File: config.mk
export PLATFORM = sky130hd
export DESIGN_NAME = cvr_stage
export DESIGN_NICKNAME = d
export VERILOG_FILES = /design/src/hdl/cvr_pkg.sv /design/src/hdl/cvr_stage.sv
export SDC_FILE = /design/constraint.sdc
export NUM_CORES = 1
export LEC_CHECK = 0
export BUFFER_PORTS_ARGS = -buffer_cell sky130_fd_sc_hd__clkbuf_2
export CELL_PAD_IN_SITES_DETAIL_PLACEMENT = 1
export CELL_PAD_IN_SITES_GLOBAL_PLACEMENT = 1
export CORE_MARGIN = 2
export CORE_UTILIZATION = 45
export DETAILED_ROUTE_END_ITERATION = 12
export GPL_TIMING_DRIVEN = 1
export PLACE_DENSITY_LB_ADDON = 0.05
export SLEW_MARGIN = 20
export SYNTH_ARGS = -nofsm -noshare
export SYNTH_HDL_FRONTEND = slang
export SYNTH_SLANG_ARGS = --single-unit
File: constraint.sdc
create_clock -name vclk -period 30.9
set_clock_uncertainty 0.05 [all_clocks]
set_input_delay 7.725 -clock vclk [all_inputs]
set_output_delay 7.725 -clock vclk [all_outputs]
set_load 0.1 [all_outputs]
File: src/hdl/cvr_pkg.sv
// shared types, constants and arctangent table for the circular cordic pipeline
`default_nettype none

package cvr_pkg;

  localparam int unsigned DataW         = 32;
  localparam int unsigned Steps         = 32;
  localparam int unsigned StepsPerStage = 2;
  localparam int unsigned Stages        = Steps / StepsPerStage;
  localparam int unsigned StepW         = $clog2(Steps);
  localparam int unsigned StageW        = $clog2(Stages);

  localparam logic CmdRotate = 1'b0;
  localparam logic CmdVector = 1'b1;

  typedef logic signed [DataW-1:0] word_t;

  typedef struct packed {
    logic  vect;
    word_t x;
    word_t y;
    word_t z;
  } vec_t;

  // floor(atan(2^-i) * 2^16), entries below one read as zero
  function automatic word_t atan_lut(input logic [StepW-1:0] idx);
    word_t a;
    case (idx)
      StepW'(0):  a = 32'sd51471;
      StepW'(1):  a = 32'sd30385;
      StepW'(2):  a = 32'sd16054;
      StepW'(3):  a = 32'sd8149;
      StepW'(4):  a = 32'sd4090;
      StepW'(5):  a = 32'sd2047;
      StepW'(6):  a = 32'sd1023;
      StepW'(7):  a = 32'sd511;
      StepW'(8):  a = 32'sd255;
      StepW'(9):  a = 32'sd127;
      StepW'(10): a = 32'sd63;
      StepW'(11): a = 32'sd31;
      StepW'(12): a = 32'sd15;
      StepW'(13): a = 32'sd7;
      StepW'(14): a = 32'sd3;
      StepW'(15): a = 32'sd1;
      default:    a = '0;
    endcase
    return a;
  endfunction

endpackage

`default_nettype wire

File: src/hdl/cvr_stage.sv
// combinational micro-rotations for one pipeline stage
`default_nettype none

module cvr_stage (
  input  cvr_pkg::vec_t                   vec_i,
  input  logic [cvr_pkg::StageW-1:0]      stage_i,
  output cvr_pkg::vec_t                   vec_o
);
  import cvr_pkg::*;

  always_comb begin
    vec_t             v;
    logic [StepW-1:0] idx;
    word_t            xs;
    word_t            ys;
    word_t            a;
    logic             pos;
    v = vec_i;
    for (int j = 0; j < StepsPerStage; j++) begin
      idx = StepW'(int'(stage_i) * StepsPerStage + j);
      xs  = v.x >>> idx;
      ys  = v.y >>> idx;
      a   = atan_lut(idx);
      // rotate anticlockwise when z is non-negative, or when y is negative in vectoring
      pos = (v.vect == CmdVector) ? v.y[DataW-1] : ~v.z[DataW-1];
      if (pos) begin
        v.x = v.x - ys;
        v.y = v.y + xs;
        v.z = v.z - a;
      end else begin
        v.x = v.x + ys;
        v.y = v.y - xs;
        v.z = v.z + a;
      end
    end
    vec_o = v;
  end

endmodule

`default_nettype wire

# Word-level counts from Yosys, hierarchy flattened
# Memory sizes are Yosys's and may differ from the RTL's.
# Index checks and enable logic that the tools add are counted.
op_classes:
  n_addsub: 13
  shift: 4
  mux: 6
  bitwise: 2
op_table:
  columns: ["cell", "n"]
  rows:
  - ["$add 32x32->32", 6]
  - ["$mux 96", 2]
  - ["$sub 32x32->32", 6]
  - ["$sshr 32x5->32", 4]
  - ["$mux 32", 2]
  - ["$add 5x1->5 const B", 1]
  - ["$mux 1", 2]
  - ["$not 1->1", 2]
word_totals:
  regBits: 0
  rom_bits: 512
  output_inout_bits: 97
  wordCells: 27
  n_memories: 2
mem_list:
  columns: ["name", "depth", "word_bits", "rd", "rd_clocked_by_memory_dff", "wr", "line_no", "rtl"]
  rows:
  - ["(no name shown)", 16, 16, 1, 0, 0, "cvr_pkg.sv:28", "case (idx)"]
  - ["(no name shown)", 16, 16, 1, 0, 0, "cvr_pkg.sv:28", null]

# Depth between registers and ports, before layout
# Gate-level depths: netlist of run 1.
# An unclocked memory read counts as a cell.
logic_depth:
  word_depth: 7
  mapped_depth: 59

# Least setup slack after synthesis of run 1
# No wires, ideal clock.
synth_timing:
  kind: "input -> output"
  startpoint: "input stage_i[3] (netlist bit)"
  endpoint: "output vec_o[90] (netlist bit)"
  arrival_ns: 20.860
  t_required_ns: 23.125
  path_slack_ns: 2.265
  path_stages: 52
  cell_sequence: "buf_2 -> buf_2 -> buf_2 -> buf_1 -> clkbuf_1 -> buf_2 -> buf_1 -> clkbuf_1 -> buf_1 -> buf_1 -> clkbuf_1 -> clkbuf_1 -> clkbuf_1 -> nand2_1 -> a21oi_1 -> a21oi_1 -> xnor2_1 -> ha_1 -> [... 16 more ...] -> ha_1 -> nor2b_1 -> o21ai_0 -> a21boi_0 -> o21ai_0 -> a21oi_1 -> o21ai_0 -> a21oi_1 -> o211a_1 -> o21a_1 -> o21a_1 -> o41a_1 -> a41o_1 -> o211a_1 -> o21ai_0 -> a21boi_0 -> o31ai_1 -> a21boi_0"
synth_lines:
  columns: ["item", "line_no", "rtl"]
  rows:
  - ["start: declaration", "cvr_stage.sv:6", "input logic [cvr_pkg::StageW-1:0] stage_i,"]
  - ["end: declaration", "cvr_stage.sv:7", "output cvr_pkg::vec_t vec_o"]

==> results of run 1 <==
==> worst min path at each step <==
stage               slack [ns]         to  depth (start not counted)       from
floorplan                15.61  vec_o[96]                          1  vec_i[96]
global placement         16.00  vec_o[96]                          2  vec_i[96]
detailed placement       16.00  vec_o[96]                          2  vec_i[96]
CTS                      16.01  vec_o[96]                          2  vec_i[96]
global route             16.02  vec_o[96]                          2  vec_i[96]
finish                   16.00  vec_o[96]                          2  vec_i[96]
==> per-stage QoR <==
step | hold slack [ns] | util, %
floorplan | 15.61 | -
global placement | 16.00 | 48.9
detailed placement | 16.00 | 48.9
CTS | 16.01 | 48.9
global route | 16.02 | 48.9
finish | 16.00 | 48.9
==> Yosys cell counts, types with 34 or more instances <==
master / instances / share of area [%]
sky130_fd_sc_hd__a211oi_1: 42 / 1.5
sky130_fd_sc_hd__a21o_1: 56 / 2.1
sky130_fd_sc_hd__a21oi_1: 250 / 6.1
sky130_fd_sc_hd__a31oi_1: 47 / 1.4
sky130_fd_sc_hd__and2_1: 36 / 1.1
sky130_fd_sc_hd__and3_1: 34 / 1.0
sky130_fd_sc_hd__clkbuf_1: 103 / 1.9
sky130_fd_sc_hd__ha_1: 211 / 13
sky130_fd_sc_hd__inv_1: 111 / 2.0
sky130_fd_sc_hd__mux2i_1: 65 / 3.2
sky130_fd_sc_hd__mux4_2: 55 / 6.1
sky130_fd_sc_hd__nand2_1: 325 / 6.0
sky130_fd_sc_hd__nand2b_1: 44 / 1.4
sky130_fd_sc_hd__nand3_1: 61 / 1.5
sky130_fd_sc_hd__nor2_1: 313 / 5.8
sky130_fd_sc_hd__nor3_1: 92 / 2.3
sky130_fd_sc_hd__o211ai_1: 48 / 1.8
sky130_fd_sc_hd__o21a_1: 53 / 2.0
sky130_fd_sc_hd__o21ai_0: 187 / 4.6
sky130_fd_sc_hd__xnor2_1: 194 / 8.3
sky130_fd_sc_hd__xor2_1: 70 / 3.0
==> logic make-up after synthesis <==
logic type | after synthesis | share of synthesized area (%)
AOI/OAI and AO/OA | 1003 | 33.0
xor gates and xnor gates | 267 | 11.6
adders and majority gates | 220 | 13.7
buffers and inverters | 275 | 5.58
muxes | 154 | 11.2
and+or+nand+nor | 1061 | 25.0
==> routing by layer <==
layer  part of all wire [%]  up-vias
li1                       -    11300
met1                     43    12300
met2                     42     1429
met3                     11      232
met4                    4.4        0
met5                      0        -
==> critical path, delay by kind of cell <==
family,cells,cell delay [ns]
compound gates,20,6.03
xor+xnor,3,0.56
fa+ha+maj,4,1.10
buf+inv,3,1.51
mux,3,1.43
simple gates,16,2.93
==> layout make-up <==
type / instances / area [µm²]
timing repair buffer: 237 / 1300
multi-input combinational: 2705 / 19300
inverter: 114 / 429
tap: 592 / 741
fill: 5953 / 22800
==> impl_metrics.env, run 1 <==
export IMPL_critPathCaptureType="output pin"
export IMPL_route_final_wire_length_mm=99.8
export IMPL_gr_max_usage_layer="met2"
export IMPL_max_cap_violations=0
export IMPL_dp_worst_setup_slack_ns=1.98
export IMPL_layout_setup_ws_ns=1.78
export IMPL_fp_dieH_um=217
export IMPL_core_mm2=0.0445
export IMPL_layout_commonest_cell="sky130_fd_sc_hd__nand2_1"
export IMPL_numPlacedInstances=3648
export IMPL_highest_cell_delay_on_the_worst_timing_path_ns=0.77
export IMPL_hold_path_class="input pin to output pin"
export IMPL_groute_usage_overall_pct=41.1
export IMPL_postPlaceCellArea_mm2=0.0218
export IMPL_critical_path_required_ns=23.13
export IMPL_timing_max_slew_rel_slack_pct=16.6
export IMPL_ff_latch_area_um2=0
export IMPL_crit_path_start="stage_i[3]"
export IMPL_wl_per_cell_um=27.4
export IMPL_drtAntennaViolNets=0
export IMPL_remaining_drc_errors=0
export IMPL_num_nets_final=3376
export IMPL_share_of_synthesized_area_occupied_by_flip_flops_and_latches_pct=0
export IMPL_tightestPinTransition_ns=1.24
export IMPL_mostFrequentLayoutCells="sky130_fd_sc_hd__nand2_1 (325), sky130_fd_sc_hd__nor2_1 (312), sky130_fd_sc_hd__a21oi_1 (250), sky130_fd_sc_hd__ha_1 (211)"
export IMPL_antenna_violations_before_repair=2
export IMPL_post_drt_via_cell_ratio=6.92
export IMPL_globalRouteMet3Util_pct=8.86
export IMPL_via_count_of_the_first_global_routing_pass=24800
export IMPL_floorplan_die_area_mm2=0.0470
export IMPL_worst_endpoint_arrival_ns=21.35
export IMPL_grt_max_degree=87
export IMPL_final_cell_area_mm2=0.0218
export IMPL_netlist_instances=2980
export IMPL_timing_worst_setup_path_type="input pin to output pin"
export IMPL_run_status="complete, no violations"
export IMPL_postSynthNetCount=3298
export IMPL_rsz0062_at_grt="false"
export IMPL_floorplan_initialDensity_pct=45.8
export IMPL_routed_via_count=25200
export IMPL_final_cell_count_no_fill=3648
export IMPL_port_buffers=198
export IMPL_grt_first_pass_wirelength_mm=152
export IMPL_crit_path_max_fanout=53
export IMPL_detailedPlacementHpwl_mm=82.1
export IMPL_antenna_cells_inserted=0
export IMPL_firstDrtPassIters=6
export IMPL_setup_violations_final=0
export IMPL_num_io_pins=198
export IMPL_post_route_period_util_pct=94.3
export IMPL_flops_and_latches=0
export IMPL_synth_avg_cell_area_um2=6.84
export IMPL_cts_hold_buffers_added=0
export IMPL_achievable_frequency_mhz=34.3
export IMPL_row_count=77
export IMPL_met1_usage_pct=57.0
export IMPL_finalSetupTns_ns=0
export IMPL_critical_path_slowest_cell="sky130_fd_sc_hd__a311oi_1"
export IMPL_post_cts_setup_buffer_count=0
export IMPL_yosys_warn_count=0
export IMPL_synth_cell_type_count=115
export IMPL_worst_setup_path_start_kind="input pin"
export IMPL_hold_viol=0
export IMPL_area_delta_synth_final_pct=6.73
export IMPL_capture_point_of_the_worst_path="vec_o[95]"
export IMPL_postCtsResizedCells=0
export IMPL_layout_min_cycle_time_ns=29.12
export IMPL_die_x_um=217
export IMPL_final_max_slew_violation_count=0
export IMPL_drive_above_1_share_pct=13.3
export IMPL_netlist_area_mm2=0.0204
export IMPL_gp_congestion=1.07
export IMPL_clkbuf_count=0
export IMPL_gr_usage_met2_pct=62.5
export IMPL_grt_overflow=0
export IMPL_cp_common_cell="sky130_fd_sc_hd__nand2_1"
export IMPL_initialDrtViolationCount=3229
Power of run 1 is left out: the tool's default activity adds up to more than one toggle a clock period on the data nets, which glitch-free logic cannot reach.
==> run 2, diff against run 1 <==
- CORE_MARGIN: 2 -> 4
- SKIP_LAST_GASP: unset -> 1
==> run 2 against run 1 <==
Non-clock buffer count shrank 6. Sequential cell count did not move. Sequential share of layout area unchanged. Final area about the same. Critical path depth unchanged. Worst setup slack improved by 0.23 ns.
==> impl_metrics.env, run 2 (synthesized netlist as in run 1, its figures left out) <==
export IMPL_hold_sp="vec_i[96]"
export IMPL_cp_common_cell="sky130_fd_sc_hd__o21ai_0"
export IMPL_floorplan_initialDensity_pct=45.8
export IMPL_route_final_wire_length_mm=102
export IMPL_area_delta_synth_final_pct=6.64
export IMPL_grt_first_pass_wirelength_mm=153
export IMPL_globalRouteMet3Util_pct=9.29
export IMPL_post_cts_setup_buffer_count=0
export IMPL_cts_hold_buffers_added=0
export IMPL_worst_setup_path_start_kind="input pin"
export IMPL_min_to="vec_o[96]"
export IMPL_flops_and_latches=0
export IMPL_critical_path_slowest_cell="sky130_fd_sc_hd__o21a_2"
export IMPL_antenna_violations_before_repair=2
export IMPL_hold_path_class="input pin to output pin"
export IMPL_die_x_um=221
export IMPL_groute_usage_overall_pct=38.9
export IMPL_fp_dieH_um=221
export IMPL_max_cap_violations=0
export IMPL_num_nets_final=3370
export IMPL_final_hold_worst_slack_ns=16.07
export IMPL_postCtsResizedCells=0
export IMPL_num_io_pins=198
export IMPL_via_count_of_the_first_global_routing_pass=24800
export IMPL_hold_viol=0
export IMPL_highest_cell_delay_on_the_worst_timing_path_ns=0.80
export IMPL_timing_worst_setup_path_type="input pin to output pin"
export IMPL_routed_via_count=25300
export IMPL_gr_usage_met2_pct=60.2
export IMPL_detailedPlacementHpwl_mm=83.8
export IMPL_mostFrequentLayoutCells="sky130_fd_sc_hd__nand2_1 (325), sky130_fd_sc_hd__nor2_1 (311), sky130_fd_sc_hd__a21oi_1 (250), sky130_fd_sc_hd__ha_1 (211)"
export IMPL_drive_above_1_share_pct=13.2
export IMPL_worst_endpoint_arrival_ns=21.12
export IMPL_wl_per_cell_um=28.0
export IMPL_setup_violations_final=0
export IMPL_row_count=77
export IMPL_remaining_drc_errors=0
export IMPL_grt_max_degree=106
export IMPL_firstDrtPassIters=6
export IMPL_floorplan_die_area_mm2=0.0488
export IMPL_achievable_frequency_mhz=34.6
export IMPL_crit_path_max_fanout=97
export IMPL_tightestPinTransition_ns=1.17
export IMPL_post_drt_via_cell_ratio=6.95
export IMPL_gp_congestion=1.09
export IMPL_min_delay_path_depth=2
export IMPL_met1_usage_pct=53.5
export IMPL_final_max_slew_violation_count=0
export IMPL_critPathCaptureType="output pin"
export IMPL_initialDrtViolationCount=3039
export IMPL_run_status="complete, no violations"
export IMPL_layout_commonest_cell="sky130_fd_sc_hd__nand2_1"
export IMPL_critical_path_required_ns=23.13
export IMPL_clkbuf_count=0
export IMPL_port_buffers=198
export IMPL_rsz0062_at_grt="false"
export IMPL_drtAntennaViolNets=0
export IMPL_gr_max_usage_layer="met2"
export IMPL_core_mm2=0.0445
export IMPL_grt_overflow=0
export IMPL_post_route_period_util_pct=93.5
export IMPL_finalSetupTns_ns=0
export IMPL_timing_max_slew_rel_slack_pct=20.8
export IMPL_layout_min_cycle_time_ns=28.89
export IMPL_ff_latch_area_um2=0
[run 2: worst max-delay path by stage]
stage / start / to / slack [ns]
3_3_place_gp: stage_i[0] / vec_o[95] / 2.64
4_1_cts: stage_i[0] / vec_o[94] / 1.88
5_1_grt: stage_i[0] / vec_o[62] / 0.76
2_1_floorplan: stage_i[3] / vec_o[90] / 2.26
6_report: stage_i[0] / vec_o[94] / 2.01
3_5_place_dp: stage_i[0] / vec_o[94] / 1.92
[run 2: layer usage]
metal	share of wire (%)	routed length [µm]
met5	0	0
met1	42	42800
met3	11	11500
met4	4.2	4250
met2	43	43500
[run 2: critical path, delay by kind of cell]
| kind | cells | cell delay [ns] |
|---|---|---|
| buf+inv | 4 | 1.54 |
| mux | 1 | 0.48 |
| xor+xnor | 4 | 0.82 |
| simple gates | 10 | 1.93 |
| compound gates | 27 | 7.49 |
| fa+ha+maj | 3 | 1.02 |
[run 2: cell type report]
type / count / area, µm²
antenna: 1 / 2.50
fill: 5973 / 22800
inverter: 114 / 429
multi-input combinational: 2705 / 19300
tap: 592 / 741
timing repair buffer: 231 / 1260
[run 2: stage by stage]
step / instances / setup WS, ns / area, µm² / util [%]
3_3_place_gp: 3642 / 2.64 / 21700 / 48.8
3_5_place_dp: 3642 / 1.92 / 21700 / 48.8
5_1_grt: 3642 / 0.765 / 21700 / 48.8
4_1_cts: 3642 / 1.88 / 21700 / 48.8
6_report: 3643 / 2.01 / 21700 / 48.8
2_1_floorplan: 2980 / 2.26 / 20400 / -
Power of run 2 is left out for the same reason.
